## src/sv/cfla_pkg.sv

```systemverilog
package cfla_pkg;

   localparam int SLOT_W     = 6;
   localparam int LINK_W     = SLOT_W + 1;
   localparam int SLOT_COUNT = 1 << SLOT_W;

   localparam logic REQ_ALLOC = 1'b0;
   localparam logic REQ_FREE  = 1'b1;

   localparam logic STAT_OK   = 1'b0;
   localparam logic STAT_OOM  = 1'b1;

   typedef enum logic [1:0] {
      ST_IDLE,
      ST_READ,
      ST_FILL
   } state_type;

   // Commands from the controller to the datapath.
   typedef struct packed {
      logic acc_free;   // accepted free: push slot
      logic acc_pop;    // accepted allocate with a non-empty list
      logic acc_chunk;  // accepted allocate that opens a new chunk
      logic acc_fail;   // accepted allocate with nothing left
      logic ld_link;    // load the new head from the link memory
      logic fill_step;  // write one link of the chunk being opened
   } cmd_type;

   // Status from the datapath to the controller.
   typedef struct packed {
      logic head_valid;
      logic chunk_avail;
      logic fill_last;
      logic out_full;
   } status_type;

endpackage

```

## src/sv/cfla_ram.sv

```systemverilog
module cfla_ram
   #(
      parameter int WIDTH = 7,
      parameter int DEPTH = 64
   )
   (
      input  logic                     clock,
      input  logic                     wr_en,
      input  logic [$clog2(DEPTH)-1:0] wr_addr,
      input  logic [WIDTH-1:0]         wr_data,
      input  logic [$clog2(DEPTH)-1:0] rd_addr,
      output logic [WIDTH-1:0]         rd_data
   );

   logic [WIDTH-1:0] mem_ff [DEPTH];
   logic [WIDTH-1:0] rd_data_ff;

   always_ff @(posedge clock) begin
      if (wr_en) begin
         mem_ff[wr_addr] <= wr_data;
      end
      rd_data_ff <= mem_ff[rd_addr];
   end

   assign rd_data = rd_data_ff;

endmodule

```

## src/sv/cfla_ctrl.sv

```systemverilog
module cfla_ctrl
   import cfla_pkg::*;
   (
      input  logic       clock,
      input  logic       reset,
      input  logic       req_tvalid,
      input  logic       req_type,
      input  logic       rsp_tready,
      input  status_type status,
      output logic       req_tready,
      output cmd_type    cmd
   );

   state_type state_ff, state_in;
   logic      accept;

   always_ff @(posedge clock) begin
      if (reset) begin
         state_ff <= ST_IDLE;
      end else begin
         state_ff <= state_in;
      end
   end

   always_comb begin
      state_in   = state_ff;
      cmd        = '0;
      req_tready = 1'b0;
      accept     = 1'b0;
      case (state_ff)
         ST_IDLE: begin
            // The result register must be free, or emptying, when the beat lands.
            req_tready = !status.out_full || rsp_tready;
            accept     = req_tvalid && req_tready;
            if (accept) begin
               if (req_type == REQ_FREE) begin
                  cmd.acc_free = 1'b1;
               end else if (status.head_valid) begin
                  cmd.acc_pop = 1'b1;
                  state_in    = ST_READ;
               end else if (status.chunk_avail) begin
                  cmd.acc_chunk = 1'b1;
                  state_in      = ST_FILL;
               end else begin
                  cmd.acc_fail = 1'b1;
               end
            end
         end
         ST_READ: begin
            cmd.ld_link = 1'b1;
            state_in    = ST_IDLE;
         end
         ST_FILL: begin
            cmd.fill_step = 1'b1;
            if (status.fill_last) begin
               state_in = ST_IDLE;
            end
         end
         default: begin
            state_in = ST_IDLE;
         end
      endcase
   end

   property p_read_one_cycle;
      @(posedge clock) disable iff (reset)
         (state_ff == ST_READ) |=> (state_ff == ST_IDLE);
   endproperty
   a_read_one_cycle: assert property (p_read_one_cycle)
      else $error("link load state lasted more than one cycle");

   property p_fill_exit;
      @(posedge clock) disable iff (reset)
         (state_ff == ST_FILL && status.fill_last) |=> (state_ff == ST_IDLE);
   endproperty
   a_fill_exit: assert property (p_fill_exit)
      else $error("chunk fill did not end after its last link");

   property p_busy_blocks_input;
      @(posedge clock) disable iff (reset)
         (state_ff != ST_IDLE) |-> !req_tready;
   endproperty
   a_busy_blocks_input: assert property (p_busy_blocks_input)
      else $error("request taken while a link load or chunk fill was running");

endmodule

```

## src/sv/cfla_dp.sv

```systemverilog
module cfla_dp
   import cfla_pkg::*;
   #(
      parameter int CHUNK_SLOTS = 4,
      parameter int MAX_CHUNKS  = 16
   )
   (
      input  logic              clock,
      input  logic              reset,
      input  cmd_type           cmd,
      input  logic [SLOT_W-1:0] slot_in,
      input  logic              rsp_tready,
      output status_type        status,
      output logic              out_valid,
      output logic [SLOT_W-1:0] out_slot,
      output logic              out_status
   );

   localparam int FIT     = SLOT_COUNT / CHUNK_SLOTS;
   localparam int LIMIT   = (MAX_CHUNKS < FIT) ? MAX_CHUNKS : FIT;
   localparam int CW      = $clog2(LIMIT + 1);
   localparam int FCW     = (CHUNK_SLOTS > 1) ? $clog2(CHUNK_SLOTS) : 1;
   localparam int PW      = CW + SLOT_W + 1;

   logic [SLOT_W-1:0] head_slot_ff, head_slot_in;
   logic              head_valid_ff, head_valid_in;
   logic [CW-1:0]     chunks_used_ff, chunks_used_in;
   logic [SLOT_W-1:0] fill_base_ff, fill_base_in;
   logic [FCW-1:0]    fill_cnt_ff, fill_cnt_in;
   logic              out_valid_ff, out_valid_in;
   logic [SLOT_W-1:0] out_slot_ff, out_slot_in;
   logic              out_status_ff, out_status_in;

   logic [PW-1:0]     base_wide;
   logic [SLOT_W-1:0] base;
   logic              chunk_avail;
   logic              fill_last;
   logic [SLOT_W-1:0] fill_addr;
   logic              wr_en;
   logic [SLOT_W-1:0] wr_addr;
   logic [LINK_W-1:0] wr_data;
   logic [LINK_W-1:0] rd_data;

   assign base_wide   = PW'(chunks_used_ff) * PW'(CHUNK_SLOTS);
   assign base        = base_wide[SLOT_W-1:0];
   assign chunk_avail = chunks_used_ff < CW'(LIMIT);
   assign fill_last   = fill_cnt_ff == FCW'(CHUNK_SLOTS - 1);
   assign fill_addr   = fill_base_ff + SLOT_W'(fill_cnt_ff);

   // The memory takes a free's push or one link of a chunk being opened.
   always_comb begin
      wr_en   = cmd.acc_free || cmd.fill_step;
      wr_addr = fill_addr;
      wr_data = fill_last ? '0 : {1'b1, fill_addr + SLOT_W'(1)};
      if (cmd.acc_free) begin
         wr_addr = slot_in;
         wr_data = {head_valid_ff, head_slot_ff};
      end
   end

   cfla_ram #(
      .WIDTH (LINK_W),
      .DEPTH (SLOT_COUNT)
   ) u_link_ram (
      .clock   (clock),
      .wr_en   (wr_en),
      .wr_addr (wr_addr),
      .wr_data (wr_data),
      .rd_addr (head_slot_ff),
      .rd_data (rd_data)
   );

   always_comb begin
      head_slot_in   = head_slot_ff;
      head_valid_in  = head_valid_ff;
      chunks_used_in = chunks_used_ff;
      fill_base_in   = fill_base_ff;
      fill_cnt_in    = fill_cnt_ff;
      out_valid_in   = out_valid_ff && !rsp_tready;
      out_slot_in    = out_slot_ff;
      out_status_in  = out_status_ff;

      if (cmd.acc_free) begin
         head_slot_in  = slot_in;
         head_valid_in = 1'b1;
         out_valid_in  = 1'b1;
         out_slot_in   = slot_in;
         out_status_in = STAT_OK;
      end
      if (cmd.acc_pop) begin
         out_valid_in  = 1'b1;
         out_slot_in   = head_slot_ff;
         out_status_in = STAT_OK;
      end
      if (cmd.acc_chunk) begin
         // The first slot of the chunk goes out at once; the rest form the list.
         head_slot_in   = base + SLOT_W'(1);
         head_valid_in  = CHUNK_SLOTS > 1;
         chunks_used_in = chunks_used_ff + CW'(1);
         fill_base_in   = base;
         fill_cnt_in    = '0;
         out_valid_in   = 1'b1;
         out_slot_in    = base;
         out_status_in  = STAT_OK;
      end
      if (cmd.acc_fail) begin
         out_valid_in  = 1'b1;
         out_slot_in   = '0;
         out_status_in = STAT_OOM;
      end
      if (cmd.ld_link) begin
         head_slot_in  = rd_data[SLOT_W-1:0];
         head_valid_in = rd_data[LINK_W-1];
      end
      if (cmd.fill_step && !fill_last) begin
         fill_cnt_in = fill_cnt_ff + FCW'(1);
      end
   end

   always_ff @(posedge clock) begin
      if (reset) begin
         head_slot_ff   <= '0;
         head_valid_ff  <= 1'b0;
         chunks_used_ff <= '0;
         out_valid_ff   <= 1'b0;
      end else begin
         head_slot_ff   <= head_slot_in;
         head_valid_ff  <= head_valid_in;
         chunks_used_ff <= chunks_used_in;
         out_valid_ff   <= out_valid_in;
      end
   end

   always_ff @(posedge clock) begin
      fill_base_ff  <= fill_base_in;
      fill_cnt_ff   <= fill_cnt_in;
      out_slot_ff   <= out_slot_in;
      out_status_ff <= out_status_in;
   end

   assign status.head_valid  = head_valid_ff;
   assign status.chunk_avail = chunk_avail;
   assign status.fill_last   = fill_last;
   assign status.out_full    = out_valid_ff;
   assign out_valid          = out_valid_ff;
   assign out_slot           = out_slot_ff;
   assign out_status         = out_status_ff;

   property p_pop_needs_head;
      @(posedge clock) disable iff (reset)
         cmd.acc_pop |-> head_valid_ff;
   endproperty
   a_pop_needs_head: assert property (p_pop_needs_head)
      else $error("pop issued on an empty free list");

   property p_chunk_needs_room;
      @(posedge clock) disable iff (reset)
         cmd.acc_chunk |-> (!head_valid_ff && chunk_avail);
   endproperty
   a_chunk_needs_room: assert property (p_chunk_needs_room)
      else $error("chunk opened while the list was non-empty or no chunk was left");

   property p_oom_slot_zero;
      @(posedge clock) disable iff (reset)
         (out_valid_ff && out_status_ff == STAT_OOM) |-> (out_slot_ff == '0);
   endproperty
   a_oom_slot_zero: assert property (p_oom_slot_zero)
      else $error("out-of-memory result carries a nonzero slot");

   property p_free_sets_head;
      @(posedge clock) disable iff (reset)
         cmd.acc_free |=> (head_valid_ff && head_slot_ff == $past(slot_in));
   endproperty
   a_free_sets_head: assert property (p_free_sets_head)
      else $error("freed slot did not become the list head");

endmodule

```

## src/sv/chunked_free_list_allocator_top.sv

```systemverilog
// Chunked free-list slot allocator.
// The request channel (req_) carries one beat per operation: req_tuser[0] selects
// allocate (0) or free (1), and req_tdata[5:0] holds the slot handle to free.
// The response channel (rsp_) returns exactly one beat per request: rsp_tdata[5:0]
// holds the allocated handle or the echoed freed handle, and rsp_tuser[0] is set
// when an allocate finds no free slot and no unopened chunk (the handle is then 0).
// Free slots form a last-in first-out list linked through a 64-entry link memory
// with a registered read port; slots are opened CHUNK_SLOTS at a time.
// Every response lands in the response register in the cycle after its request beat.
// A free or a failed allocate leaves the controller idle. An allocate from a
// non-empty list passes through ST_READ, because the new head comes out of the
// link memory's registered read port. An allocate that opens a chunk passes
// through ST_FILL, which writes the chunk's links into the memory one by one.
// A synchronous reset empties the list and marks every chunk unopened; the link
// memory is not cleared, since an entry is always written before it is read.
// The response register holds one beat; a new request is taken while it still
// waits only if rsp_tready drains it in that same cycle, so a stalled receiver
// holds off every further request until the waiting response drains.
module chunked_free_list_allocator_top
   import cfla_pkg::*;
   #(
      parameter int CHUNK_SLOTS = 4,
      parameter int MAX_CHUNKS  = 16
   )
   (
      input  logic       clock,
      input  logic       reset,
      input  logic       req_tvalid,
      output logic       req_tready,
      input  logic [7:0] req_tdata,   // [5:0] slot_in, [7:6] zero
      input  logic [0:0] req_tuser,   // [0] req_type
      output logic       rsp_tvalid,
      input  logic       rsp_tready,
      output logic [7:0] rsp_tdata,   // [5:0] slot_out, [7:6] zero
      output logic [0:0] rsp_tuser    // [0] status
   );

   cmd_type           cmd;
   status_type        status;
   logic [SLOT_W-1:0] out_slot;
   logic              out_status;

   cfla_ctrl u_ctrl (
      .clock      (clock),
      .reset      (reset),
      .req_tvalid (req_tvalid),
      .req_type   (req_tuser[0]),
      .rsp_tready (rsp_tready),
      .status     (status),
      .req_tready (req_tready),
      .cmd        (cmd)
   );

   cfla_dp #(
      .CHUNK_SLOTS (CHUNK_SLOTS),
      .MAX_CHUNKS  (MAX_CHUNKS)
   ) u_dp (
      .clock      (clock),
      .reset      (reset),
      .cmd        (cmd),
      .slot_in    (req_tdata[SLOT_W-1:0]),
      .rsp_tready (rsp_tready),
      .status     (status),
      .out_valid  (rsp_tvalid),
      .out_slot   (out_slot),
      .out_status (out_status)
   );

   // The handle sits in the low bits; the upper bits of the byte stay zero.
   assign rsp_tdata    = {{(8 - SLOT_W){1'b0}}, out_slot};
   assign rsp_tuser[0] = out_status;

endmodule
```

## config.mk

```make
export PLATFORM = sky130hd
export DESIGN_NAME = chunked_free_list_allocator_top
export DESIGN_NICKNAME = d
export VERILOG_FILES = /design/src/sv/cfla_pkg.sv /design/src/sv/cfla_ram.sv /design/src/sv/cfla_ctrl.sv /design/src/sv/cfla_dp.sv /design/src/sv/chunked_free_list_allocator_top.sv
export SDC_FILE = /design/constraint.sdc
export NUM_CORES = 1
export LEC_CHECK = 0
export BUFFER_PORTS_ARGS = -buffer_cell sky130_fd_sc_hd__buf_4
export CELL_PAD_IN_SITES_DETAIL_PLACEMENT = 1
export CELL_PAD_IN_SITES_GLOBAL_PLACEMENT = 2
export CORE_ASPECT_RATIO = 1.2
export CORE_MARGIN = 5
export CORE_UTILIZATION = 53
export DETAILED_ROUTE_END_ITERATION = 10
export PLACE_DENSITY_LB_ADDON = 0.1
export SLEW_MARGIN = 20
export SYNTH_ARGS = -nofsm -noshare
export SYNTH_HDL_FRONTEND = slang
export SYNTH_HIERARCHICAL = 1
export SYNTH_SLANG_ARGS = --single-unit
```

## constraint.sdc

```tcl
create_clock -name clock -period 10.3 [get_ports clock]
set_clock_uncertainty 0.05 [all_clocks]
set_input_delay 1.545 -clock clock [delete_from_list [all_inputs] [get_ports clock]]
set_output_delay 1.545 -clock clock [all_outputs]
set_load 0.05 [all_outputs]
```

==> results.yml <==
placed_design:
  dp_slack_ns: 5.136
  hpwl_mm: 27.47
  port_buffers: 19
  globalplace.congestion: 0.8127
  placed_area_mm2: 0.01983
min_path:
  min_from: "u_dp/out_slot[2]"
  whs_path_depth: 2
  hold_class: "reg -> reg"
  hold-path-endpoint: "u_dp/out_slot[2]"
floorplan:
  die_area_mm2: 0.04028
  die_h_um: 218.9
  coreArea_mm2: 0.03594
  rows: 76
  die_w_um: 184.1
  io_pins: 24
  initial_utilization_pct: 53.60
critical_path:
  r2r_slack_ns: 6.43
  worstSetupPathType: "in -> reg"
  critPathBufInv: 2
  path_delay_family: "simple AND/OR/NAND/NOR gates"
  worstRegToRegCells: 7
  r2r_end: "u_dp/u_link_ram/mem_ff[39][1]"
  slowest_delay_ns: 0.87
  path_cells: "buf_4 -> nand2b_4 -> and2_4 -> and3_1 -> buf_4 -> o21ai_0 -> nand4_1 -> nor2_1"
  r2r-start: "u_dp/out_valid"
  crit_arrival_ns: 4.79
  critical-path-slowest-cell: "nor2_1"
  path_max_fanout: 35
  end_kind: "register"
  cpMostUsedCell: "buf_4"
  cp.required_ns: 10.42
  start_kind: "input port"
run:
  maxCapViolCount: 0
timing:
  fin_crit_sh_pct: 45.25
  rsz0062_at_grt: "false"
  drv_slew: 0
  setup_viol: 0
  maxSlewHeadroom_pct: 34.46
  fmax_mhz: 214.5
  tightest_slew_ns: 0.9830
  layout_setup_ws_ns: 5.639
  finalSetupTns_ns: 0
  hold_viol: 0
  layout_min_cycle_time_ns: 4.661
clock_network:
  clk_path_buf_depth: 3
  hold_buffers: 0
  clkTransAtPathRegs_ns: 0.06
  cts_tree: "built"
  cts_buffers: 47
  root_buffer: "clkbuf_16"
  cts_setup_buffers: 0
  cts-resized-gates: 0
  clock-sinks: 483
  clkLatencyLatePin_ns: 0.56
  cts-htree-levels: 2
pwr:
  switchingPower_mw: 1.015
  p_per_area_mw_per_mm2: 202.8
  clkPwrFrac_pct: 37.3
  p_int_mw: 3.294
  leakage_nw: 6.537
  pwr-share-comb_pct: 10.2
  seq_power_share_pct: 52.5
  irDropWorstVdd_uv: 192.8
  power.share.switching_pct: 23.55
drt:
  post_drt_wl_per_cell_um: 29.00
  drc: 0
  first_iter_violations: 832
  vias_per_cell: 6.284
  drtAntennaViolNets: 0
  num_vias: 9614
  routed_wl_mm: 44.37
  firstDrtPassIters: 5
yosys:
  syn_area_per_cell_um2: 19.25
  yosysUniqueCellTypes: 64
  synth_top_area_cell: "edfxtp_1"
  synth_area_leaders: "edfxtp_1, mux4_2, dfxtp_1"
  synth-edff-count: 454
  synth.cell_area_mm2: 0.01927
  ys_ff_latch: 483
  synthFlopType: "edfxtp_1"
  syn_inst: 1001
  synth_top_area_share_pct: 70.76
  synth-seq-area-share_pct: 73.77
  yosysWarnings: 6
  async_reset_ff_share_pct: 0
cells_and_area:
  fin_area_mm2: 0.02125
  syn_to_final_growth_pct: 10.27
  diodes: 0
  drive_above_1_share_pct: 22.88
  final_common_cell: "edfxtp_1"
  nNetsFinal: 1042
  layout_common_cells: "edfxtp_1, mux4_2, nor2_1"
global_routing:
  grt_pass1_vias: 10170
  grt_usage_pct: 22.64
  antenna_found_initial: 0
  overflow: 0
  grt_max_degree: 66
  grt_pass1_wl_mm: 67.02
outcome:
  status: "finished, final reports clean"
[worst max path at each step]
stage | start | endpoint | slack [ns] | cells past startpoint
floorplan | rsp_tready | u_dp/u_link_ram/mem_ff[0][5] | 4.26 | 5
global placement | rsp_tready | u_dp/u_link_ram/mem_ff[15][4] | 5.16 | 8
detailed placement | rsp_tready | u_dp/u_link_ram/mem_ff[29][0] | 5.14 | 8
CTS | rsp_tready | u_dp/u_link_ram/mem_ff[25][4] | 5.72 | 8
global route | rsp_tready | u_dp/u_link_ram/mem_ff[29][2] | 5.59 | 8
finish | rsp_tready | u_dp/u_link_ram/mem_ff[39][1] | 5.64 | 8
[metal layers]
| layer | vias to the layer above | part of all wire [%] | global-route usage, % |
|---|---|---|---|
| met2 | 243 | 50 | 36.89 |
| li1 | 4123 | - | - |
| met3 | 77 | 4.7 | 3.399 |
| met4 | 0 | 3.4 | 7.717 |
| met1 | 5171 | 42 | 31.76 |
| met5 | - | 0 | 0 |
[state kept, by name, indices dropped and copies added (netlist names)]
signal	cells
u_dp/fill_base_ff	4
u_dp/chunks_used_ff	5
u_dp/out_valid	1
u_dp/u_link_ram/rd_data	7
u_dp/head_slot_ff	6
u_dp/head_valid_ff	1
u_dp/fill_cnt_ff	2
u_dp/u_link_ram/mem_ff	448
u_dp/out_status	1
u_dp/out_slot	6
u_ctrl/state_ff	2
[stage by stage]
stage / total power [mW] / instances / util, % / hold slack (ns)
detailed placement: 2.748 / 1446 / 55.16 / 0.4024
global placement: 2.739 / 1446 / 55.16 / 0.3895
CTS: 4.353 / 1530 / 59.09 / 0.4103
floorplan: 2.596 / 1002 / - / 0.3746
finish: 4.309 / 1530 / 59.11 / 0.4057
global route: 4.470 / 1530 / 59.11 / 0.4306
[cell usage after synthesis, drive strengths merged, types with 9 or more instances]
master,number
dfxtp,29
mux2i,20
a21oi,17
nor3,13
nand2b,15
nor2b,9
nand3,11
o21ai,12
o22ai,12
inv,15
mux2,10
o221ai,9
mux4,112
nand2,20
clkbuf,20
nor2,90
edfxtp,454
buf,40
a22oi,10
[power by group through the flow]
stage | clock network [mW] | logic, mW | registers, mW
5_1_grt | 1.74 | 0.467 | 2.27
4_1_cts | 1.64 | 0.445 | 2.26
3_3_place_gp | 0 | 0.434 | 2.31
6_report | 1.61 | 0.440 | 2.26
2_1_floorplan | 0 | 0.288 | 2.31
3_5_place_dp | 0 | 0.443 | 2.31
[worst reg2reg max path: stages, from the launching register on]
cell	delay (ns)
dfxtp_1	0.39
nand2b_4	0.09
and2_4	0.16
and3_1	0.17
buf_4	0.25
o21ai_0	0.68
nand4_1	0.83
nor2_1	0.87
[final cells by class]
| cell class | count | area (um^2) |
|---|---|---|
| sequential | 483 | 14220 |
| clock inverter | 24 | 185.2 |
| clock buffer | 60 | 1225 |
| multi-input combinational | 444 | 4698 |
| inverter | 15 | 56.30 |
| timing repair buffer | 36 | 270.3 |
| fill | 3094 | 14700 |
| tap | 468 | 585.6 |
[cells by family after synthesis]
kind of cell / Yosys count / share of synthesized area, %
buffers and inverters: 75 / 2.201
and+or+nand+nor: 195 / 5.176
xor gates and xnor gates: 4 / 0.1819
AOI/OAI and AO/OA: 99 / 3.767
DFF: 483 / 73.77
adders and majority gates: 2 / 0.1299
muxes: 142 / 14.75
other: 1 / 0.01946
Power figures use the tool's default switching activity.
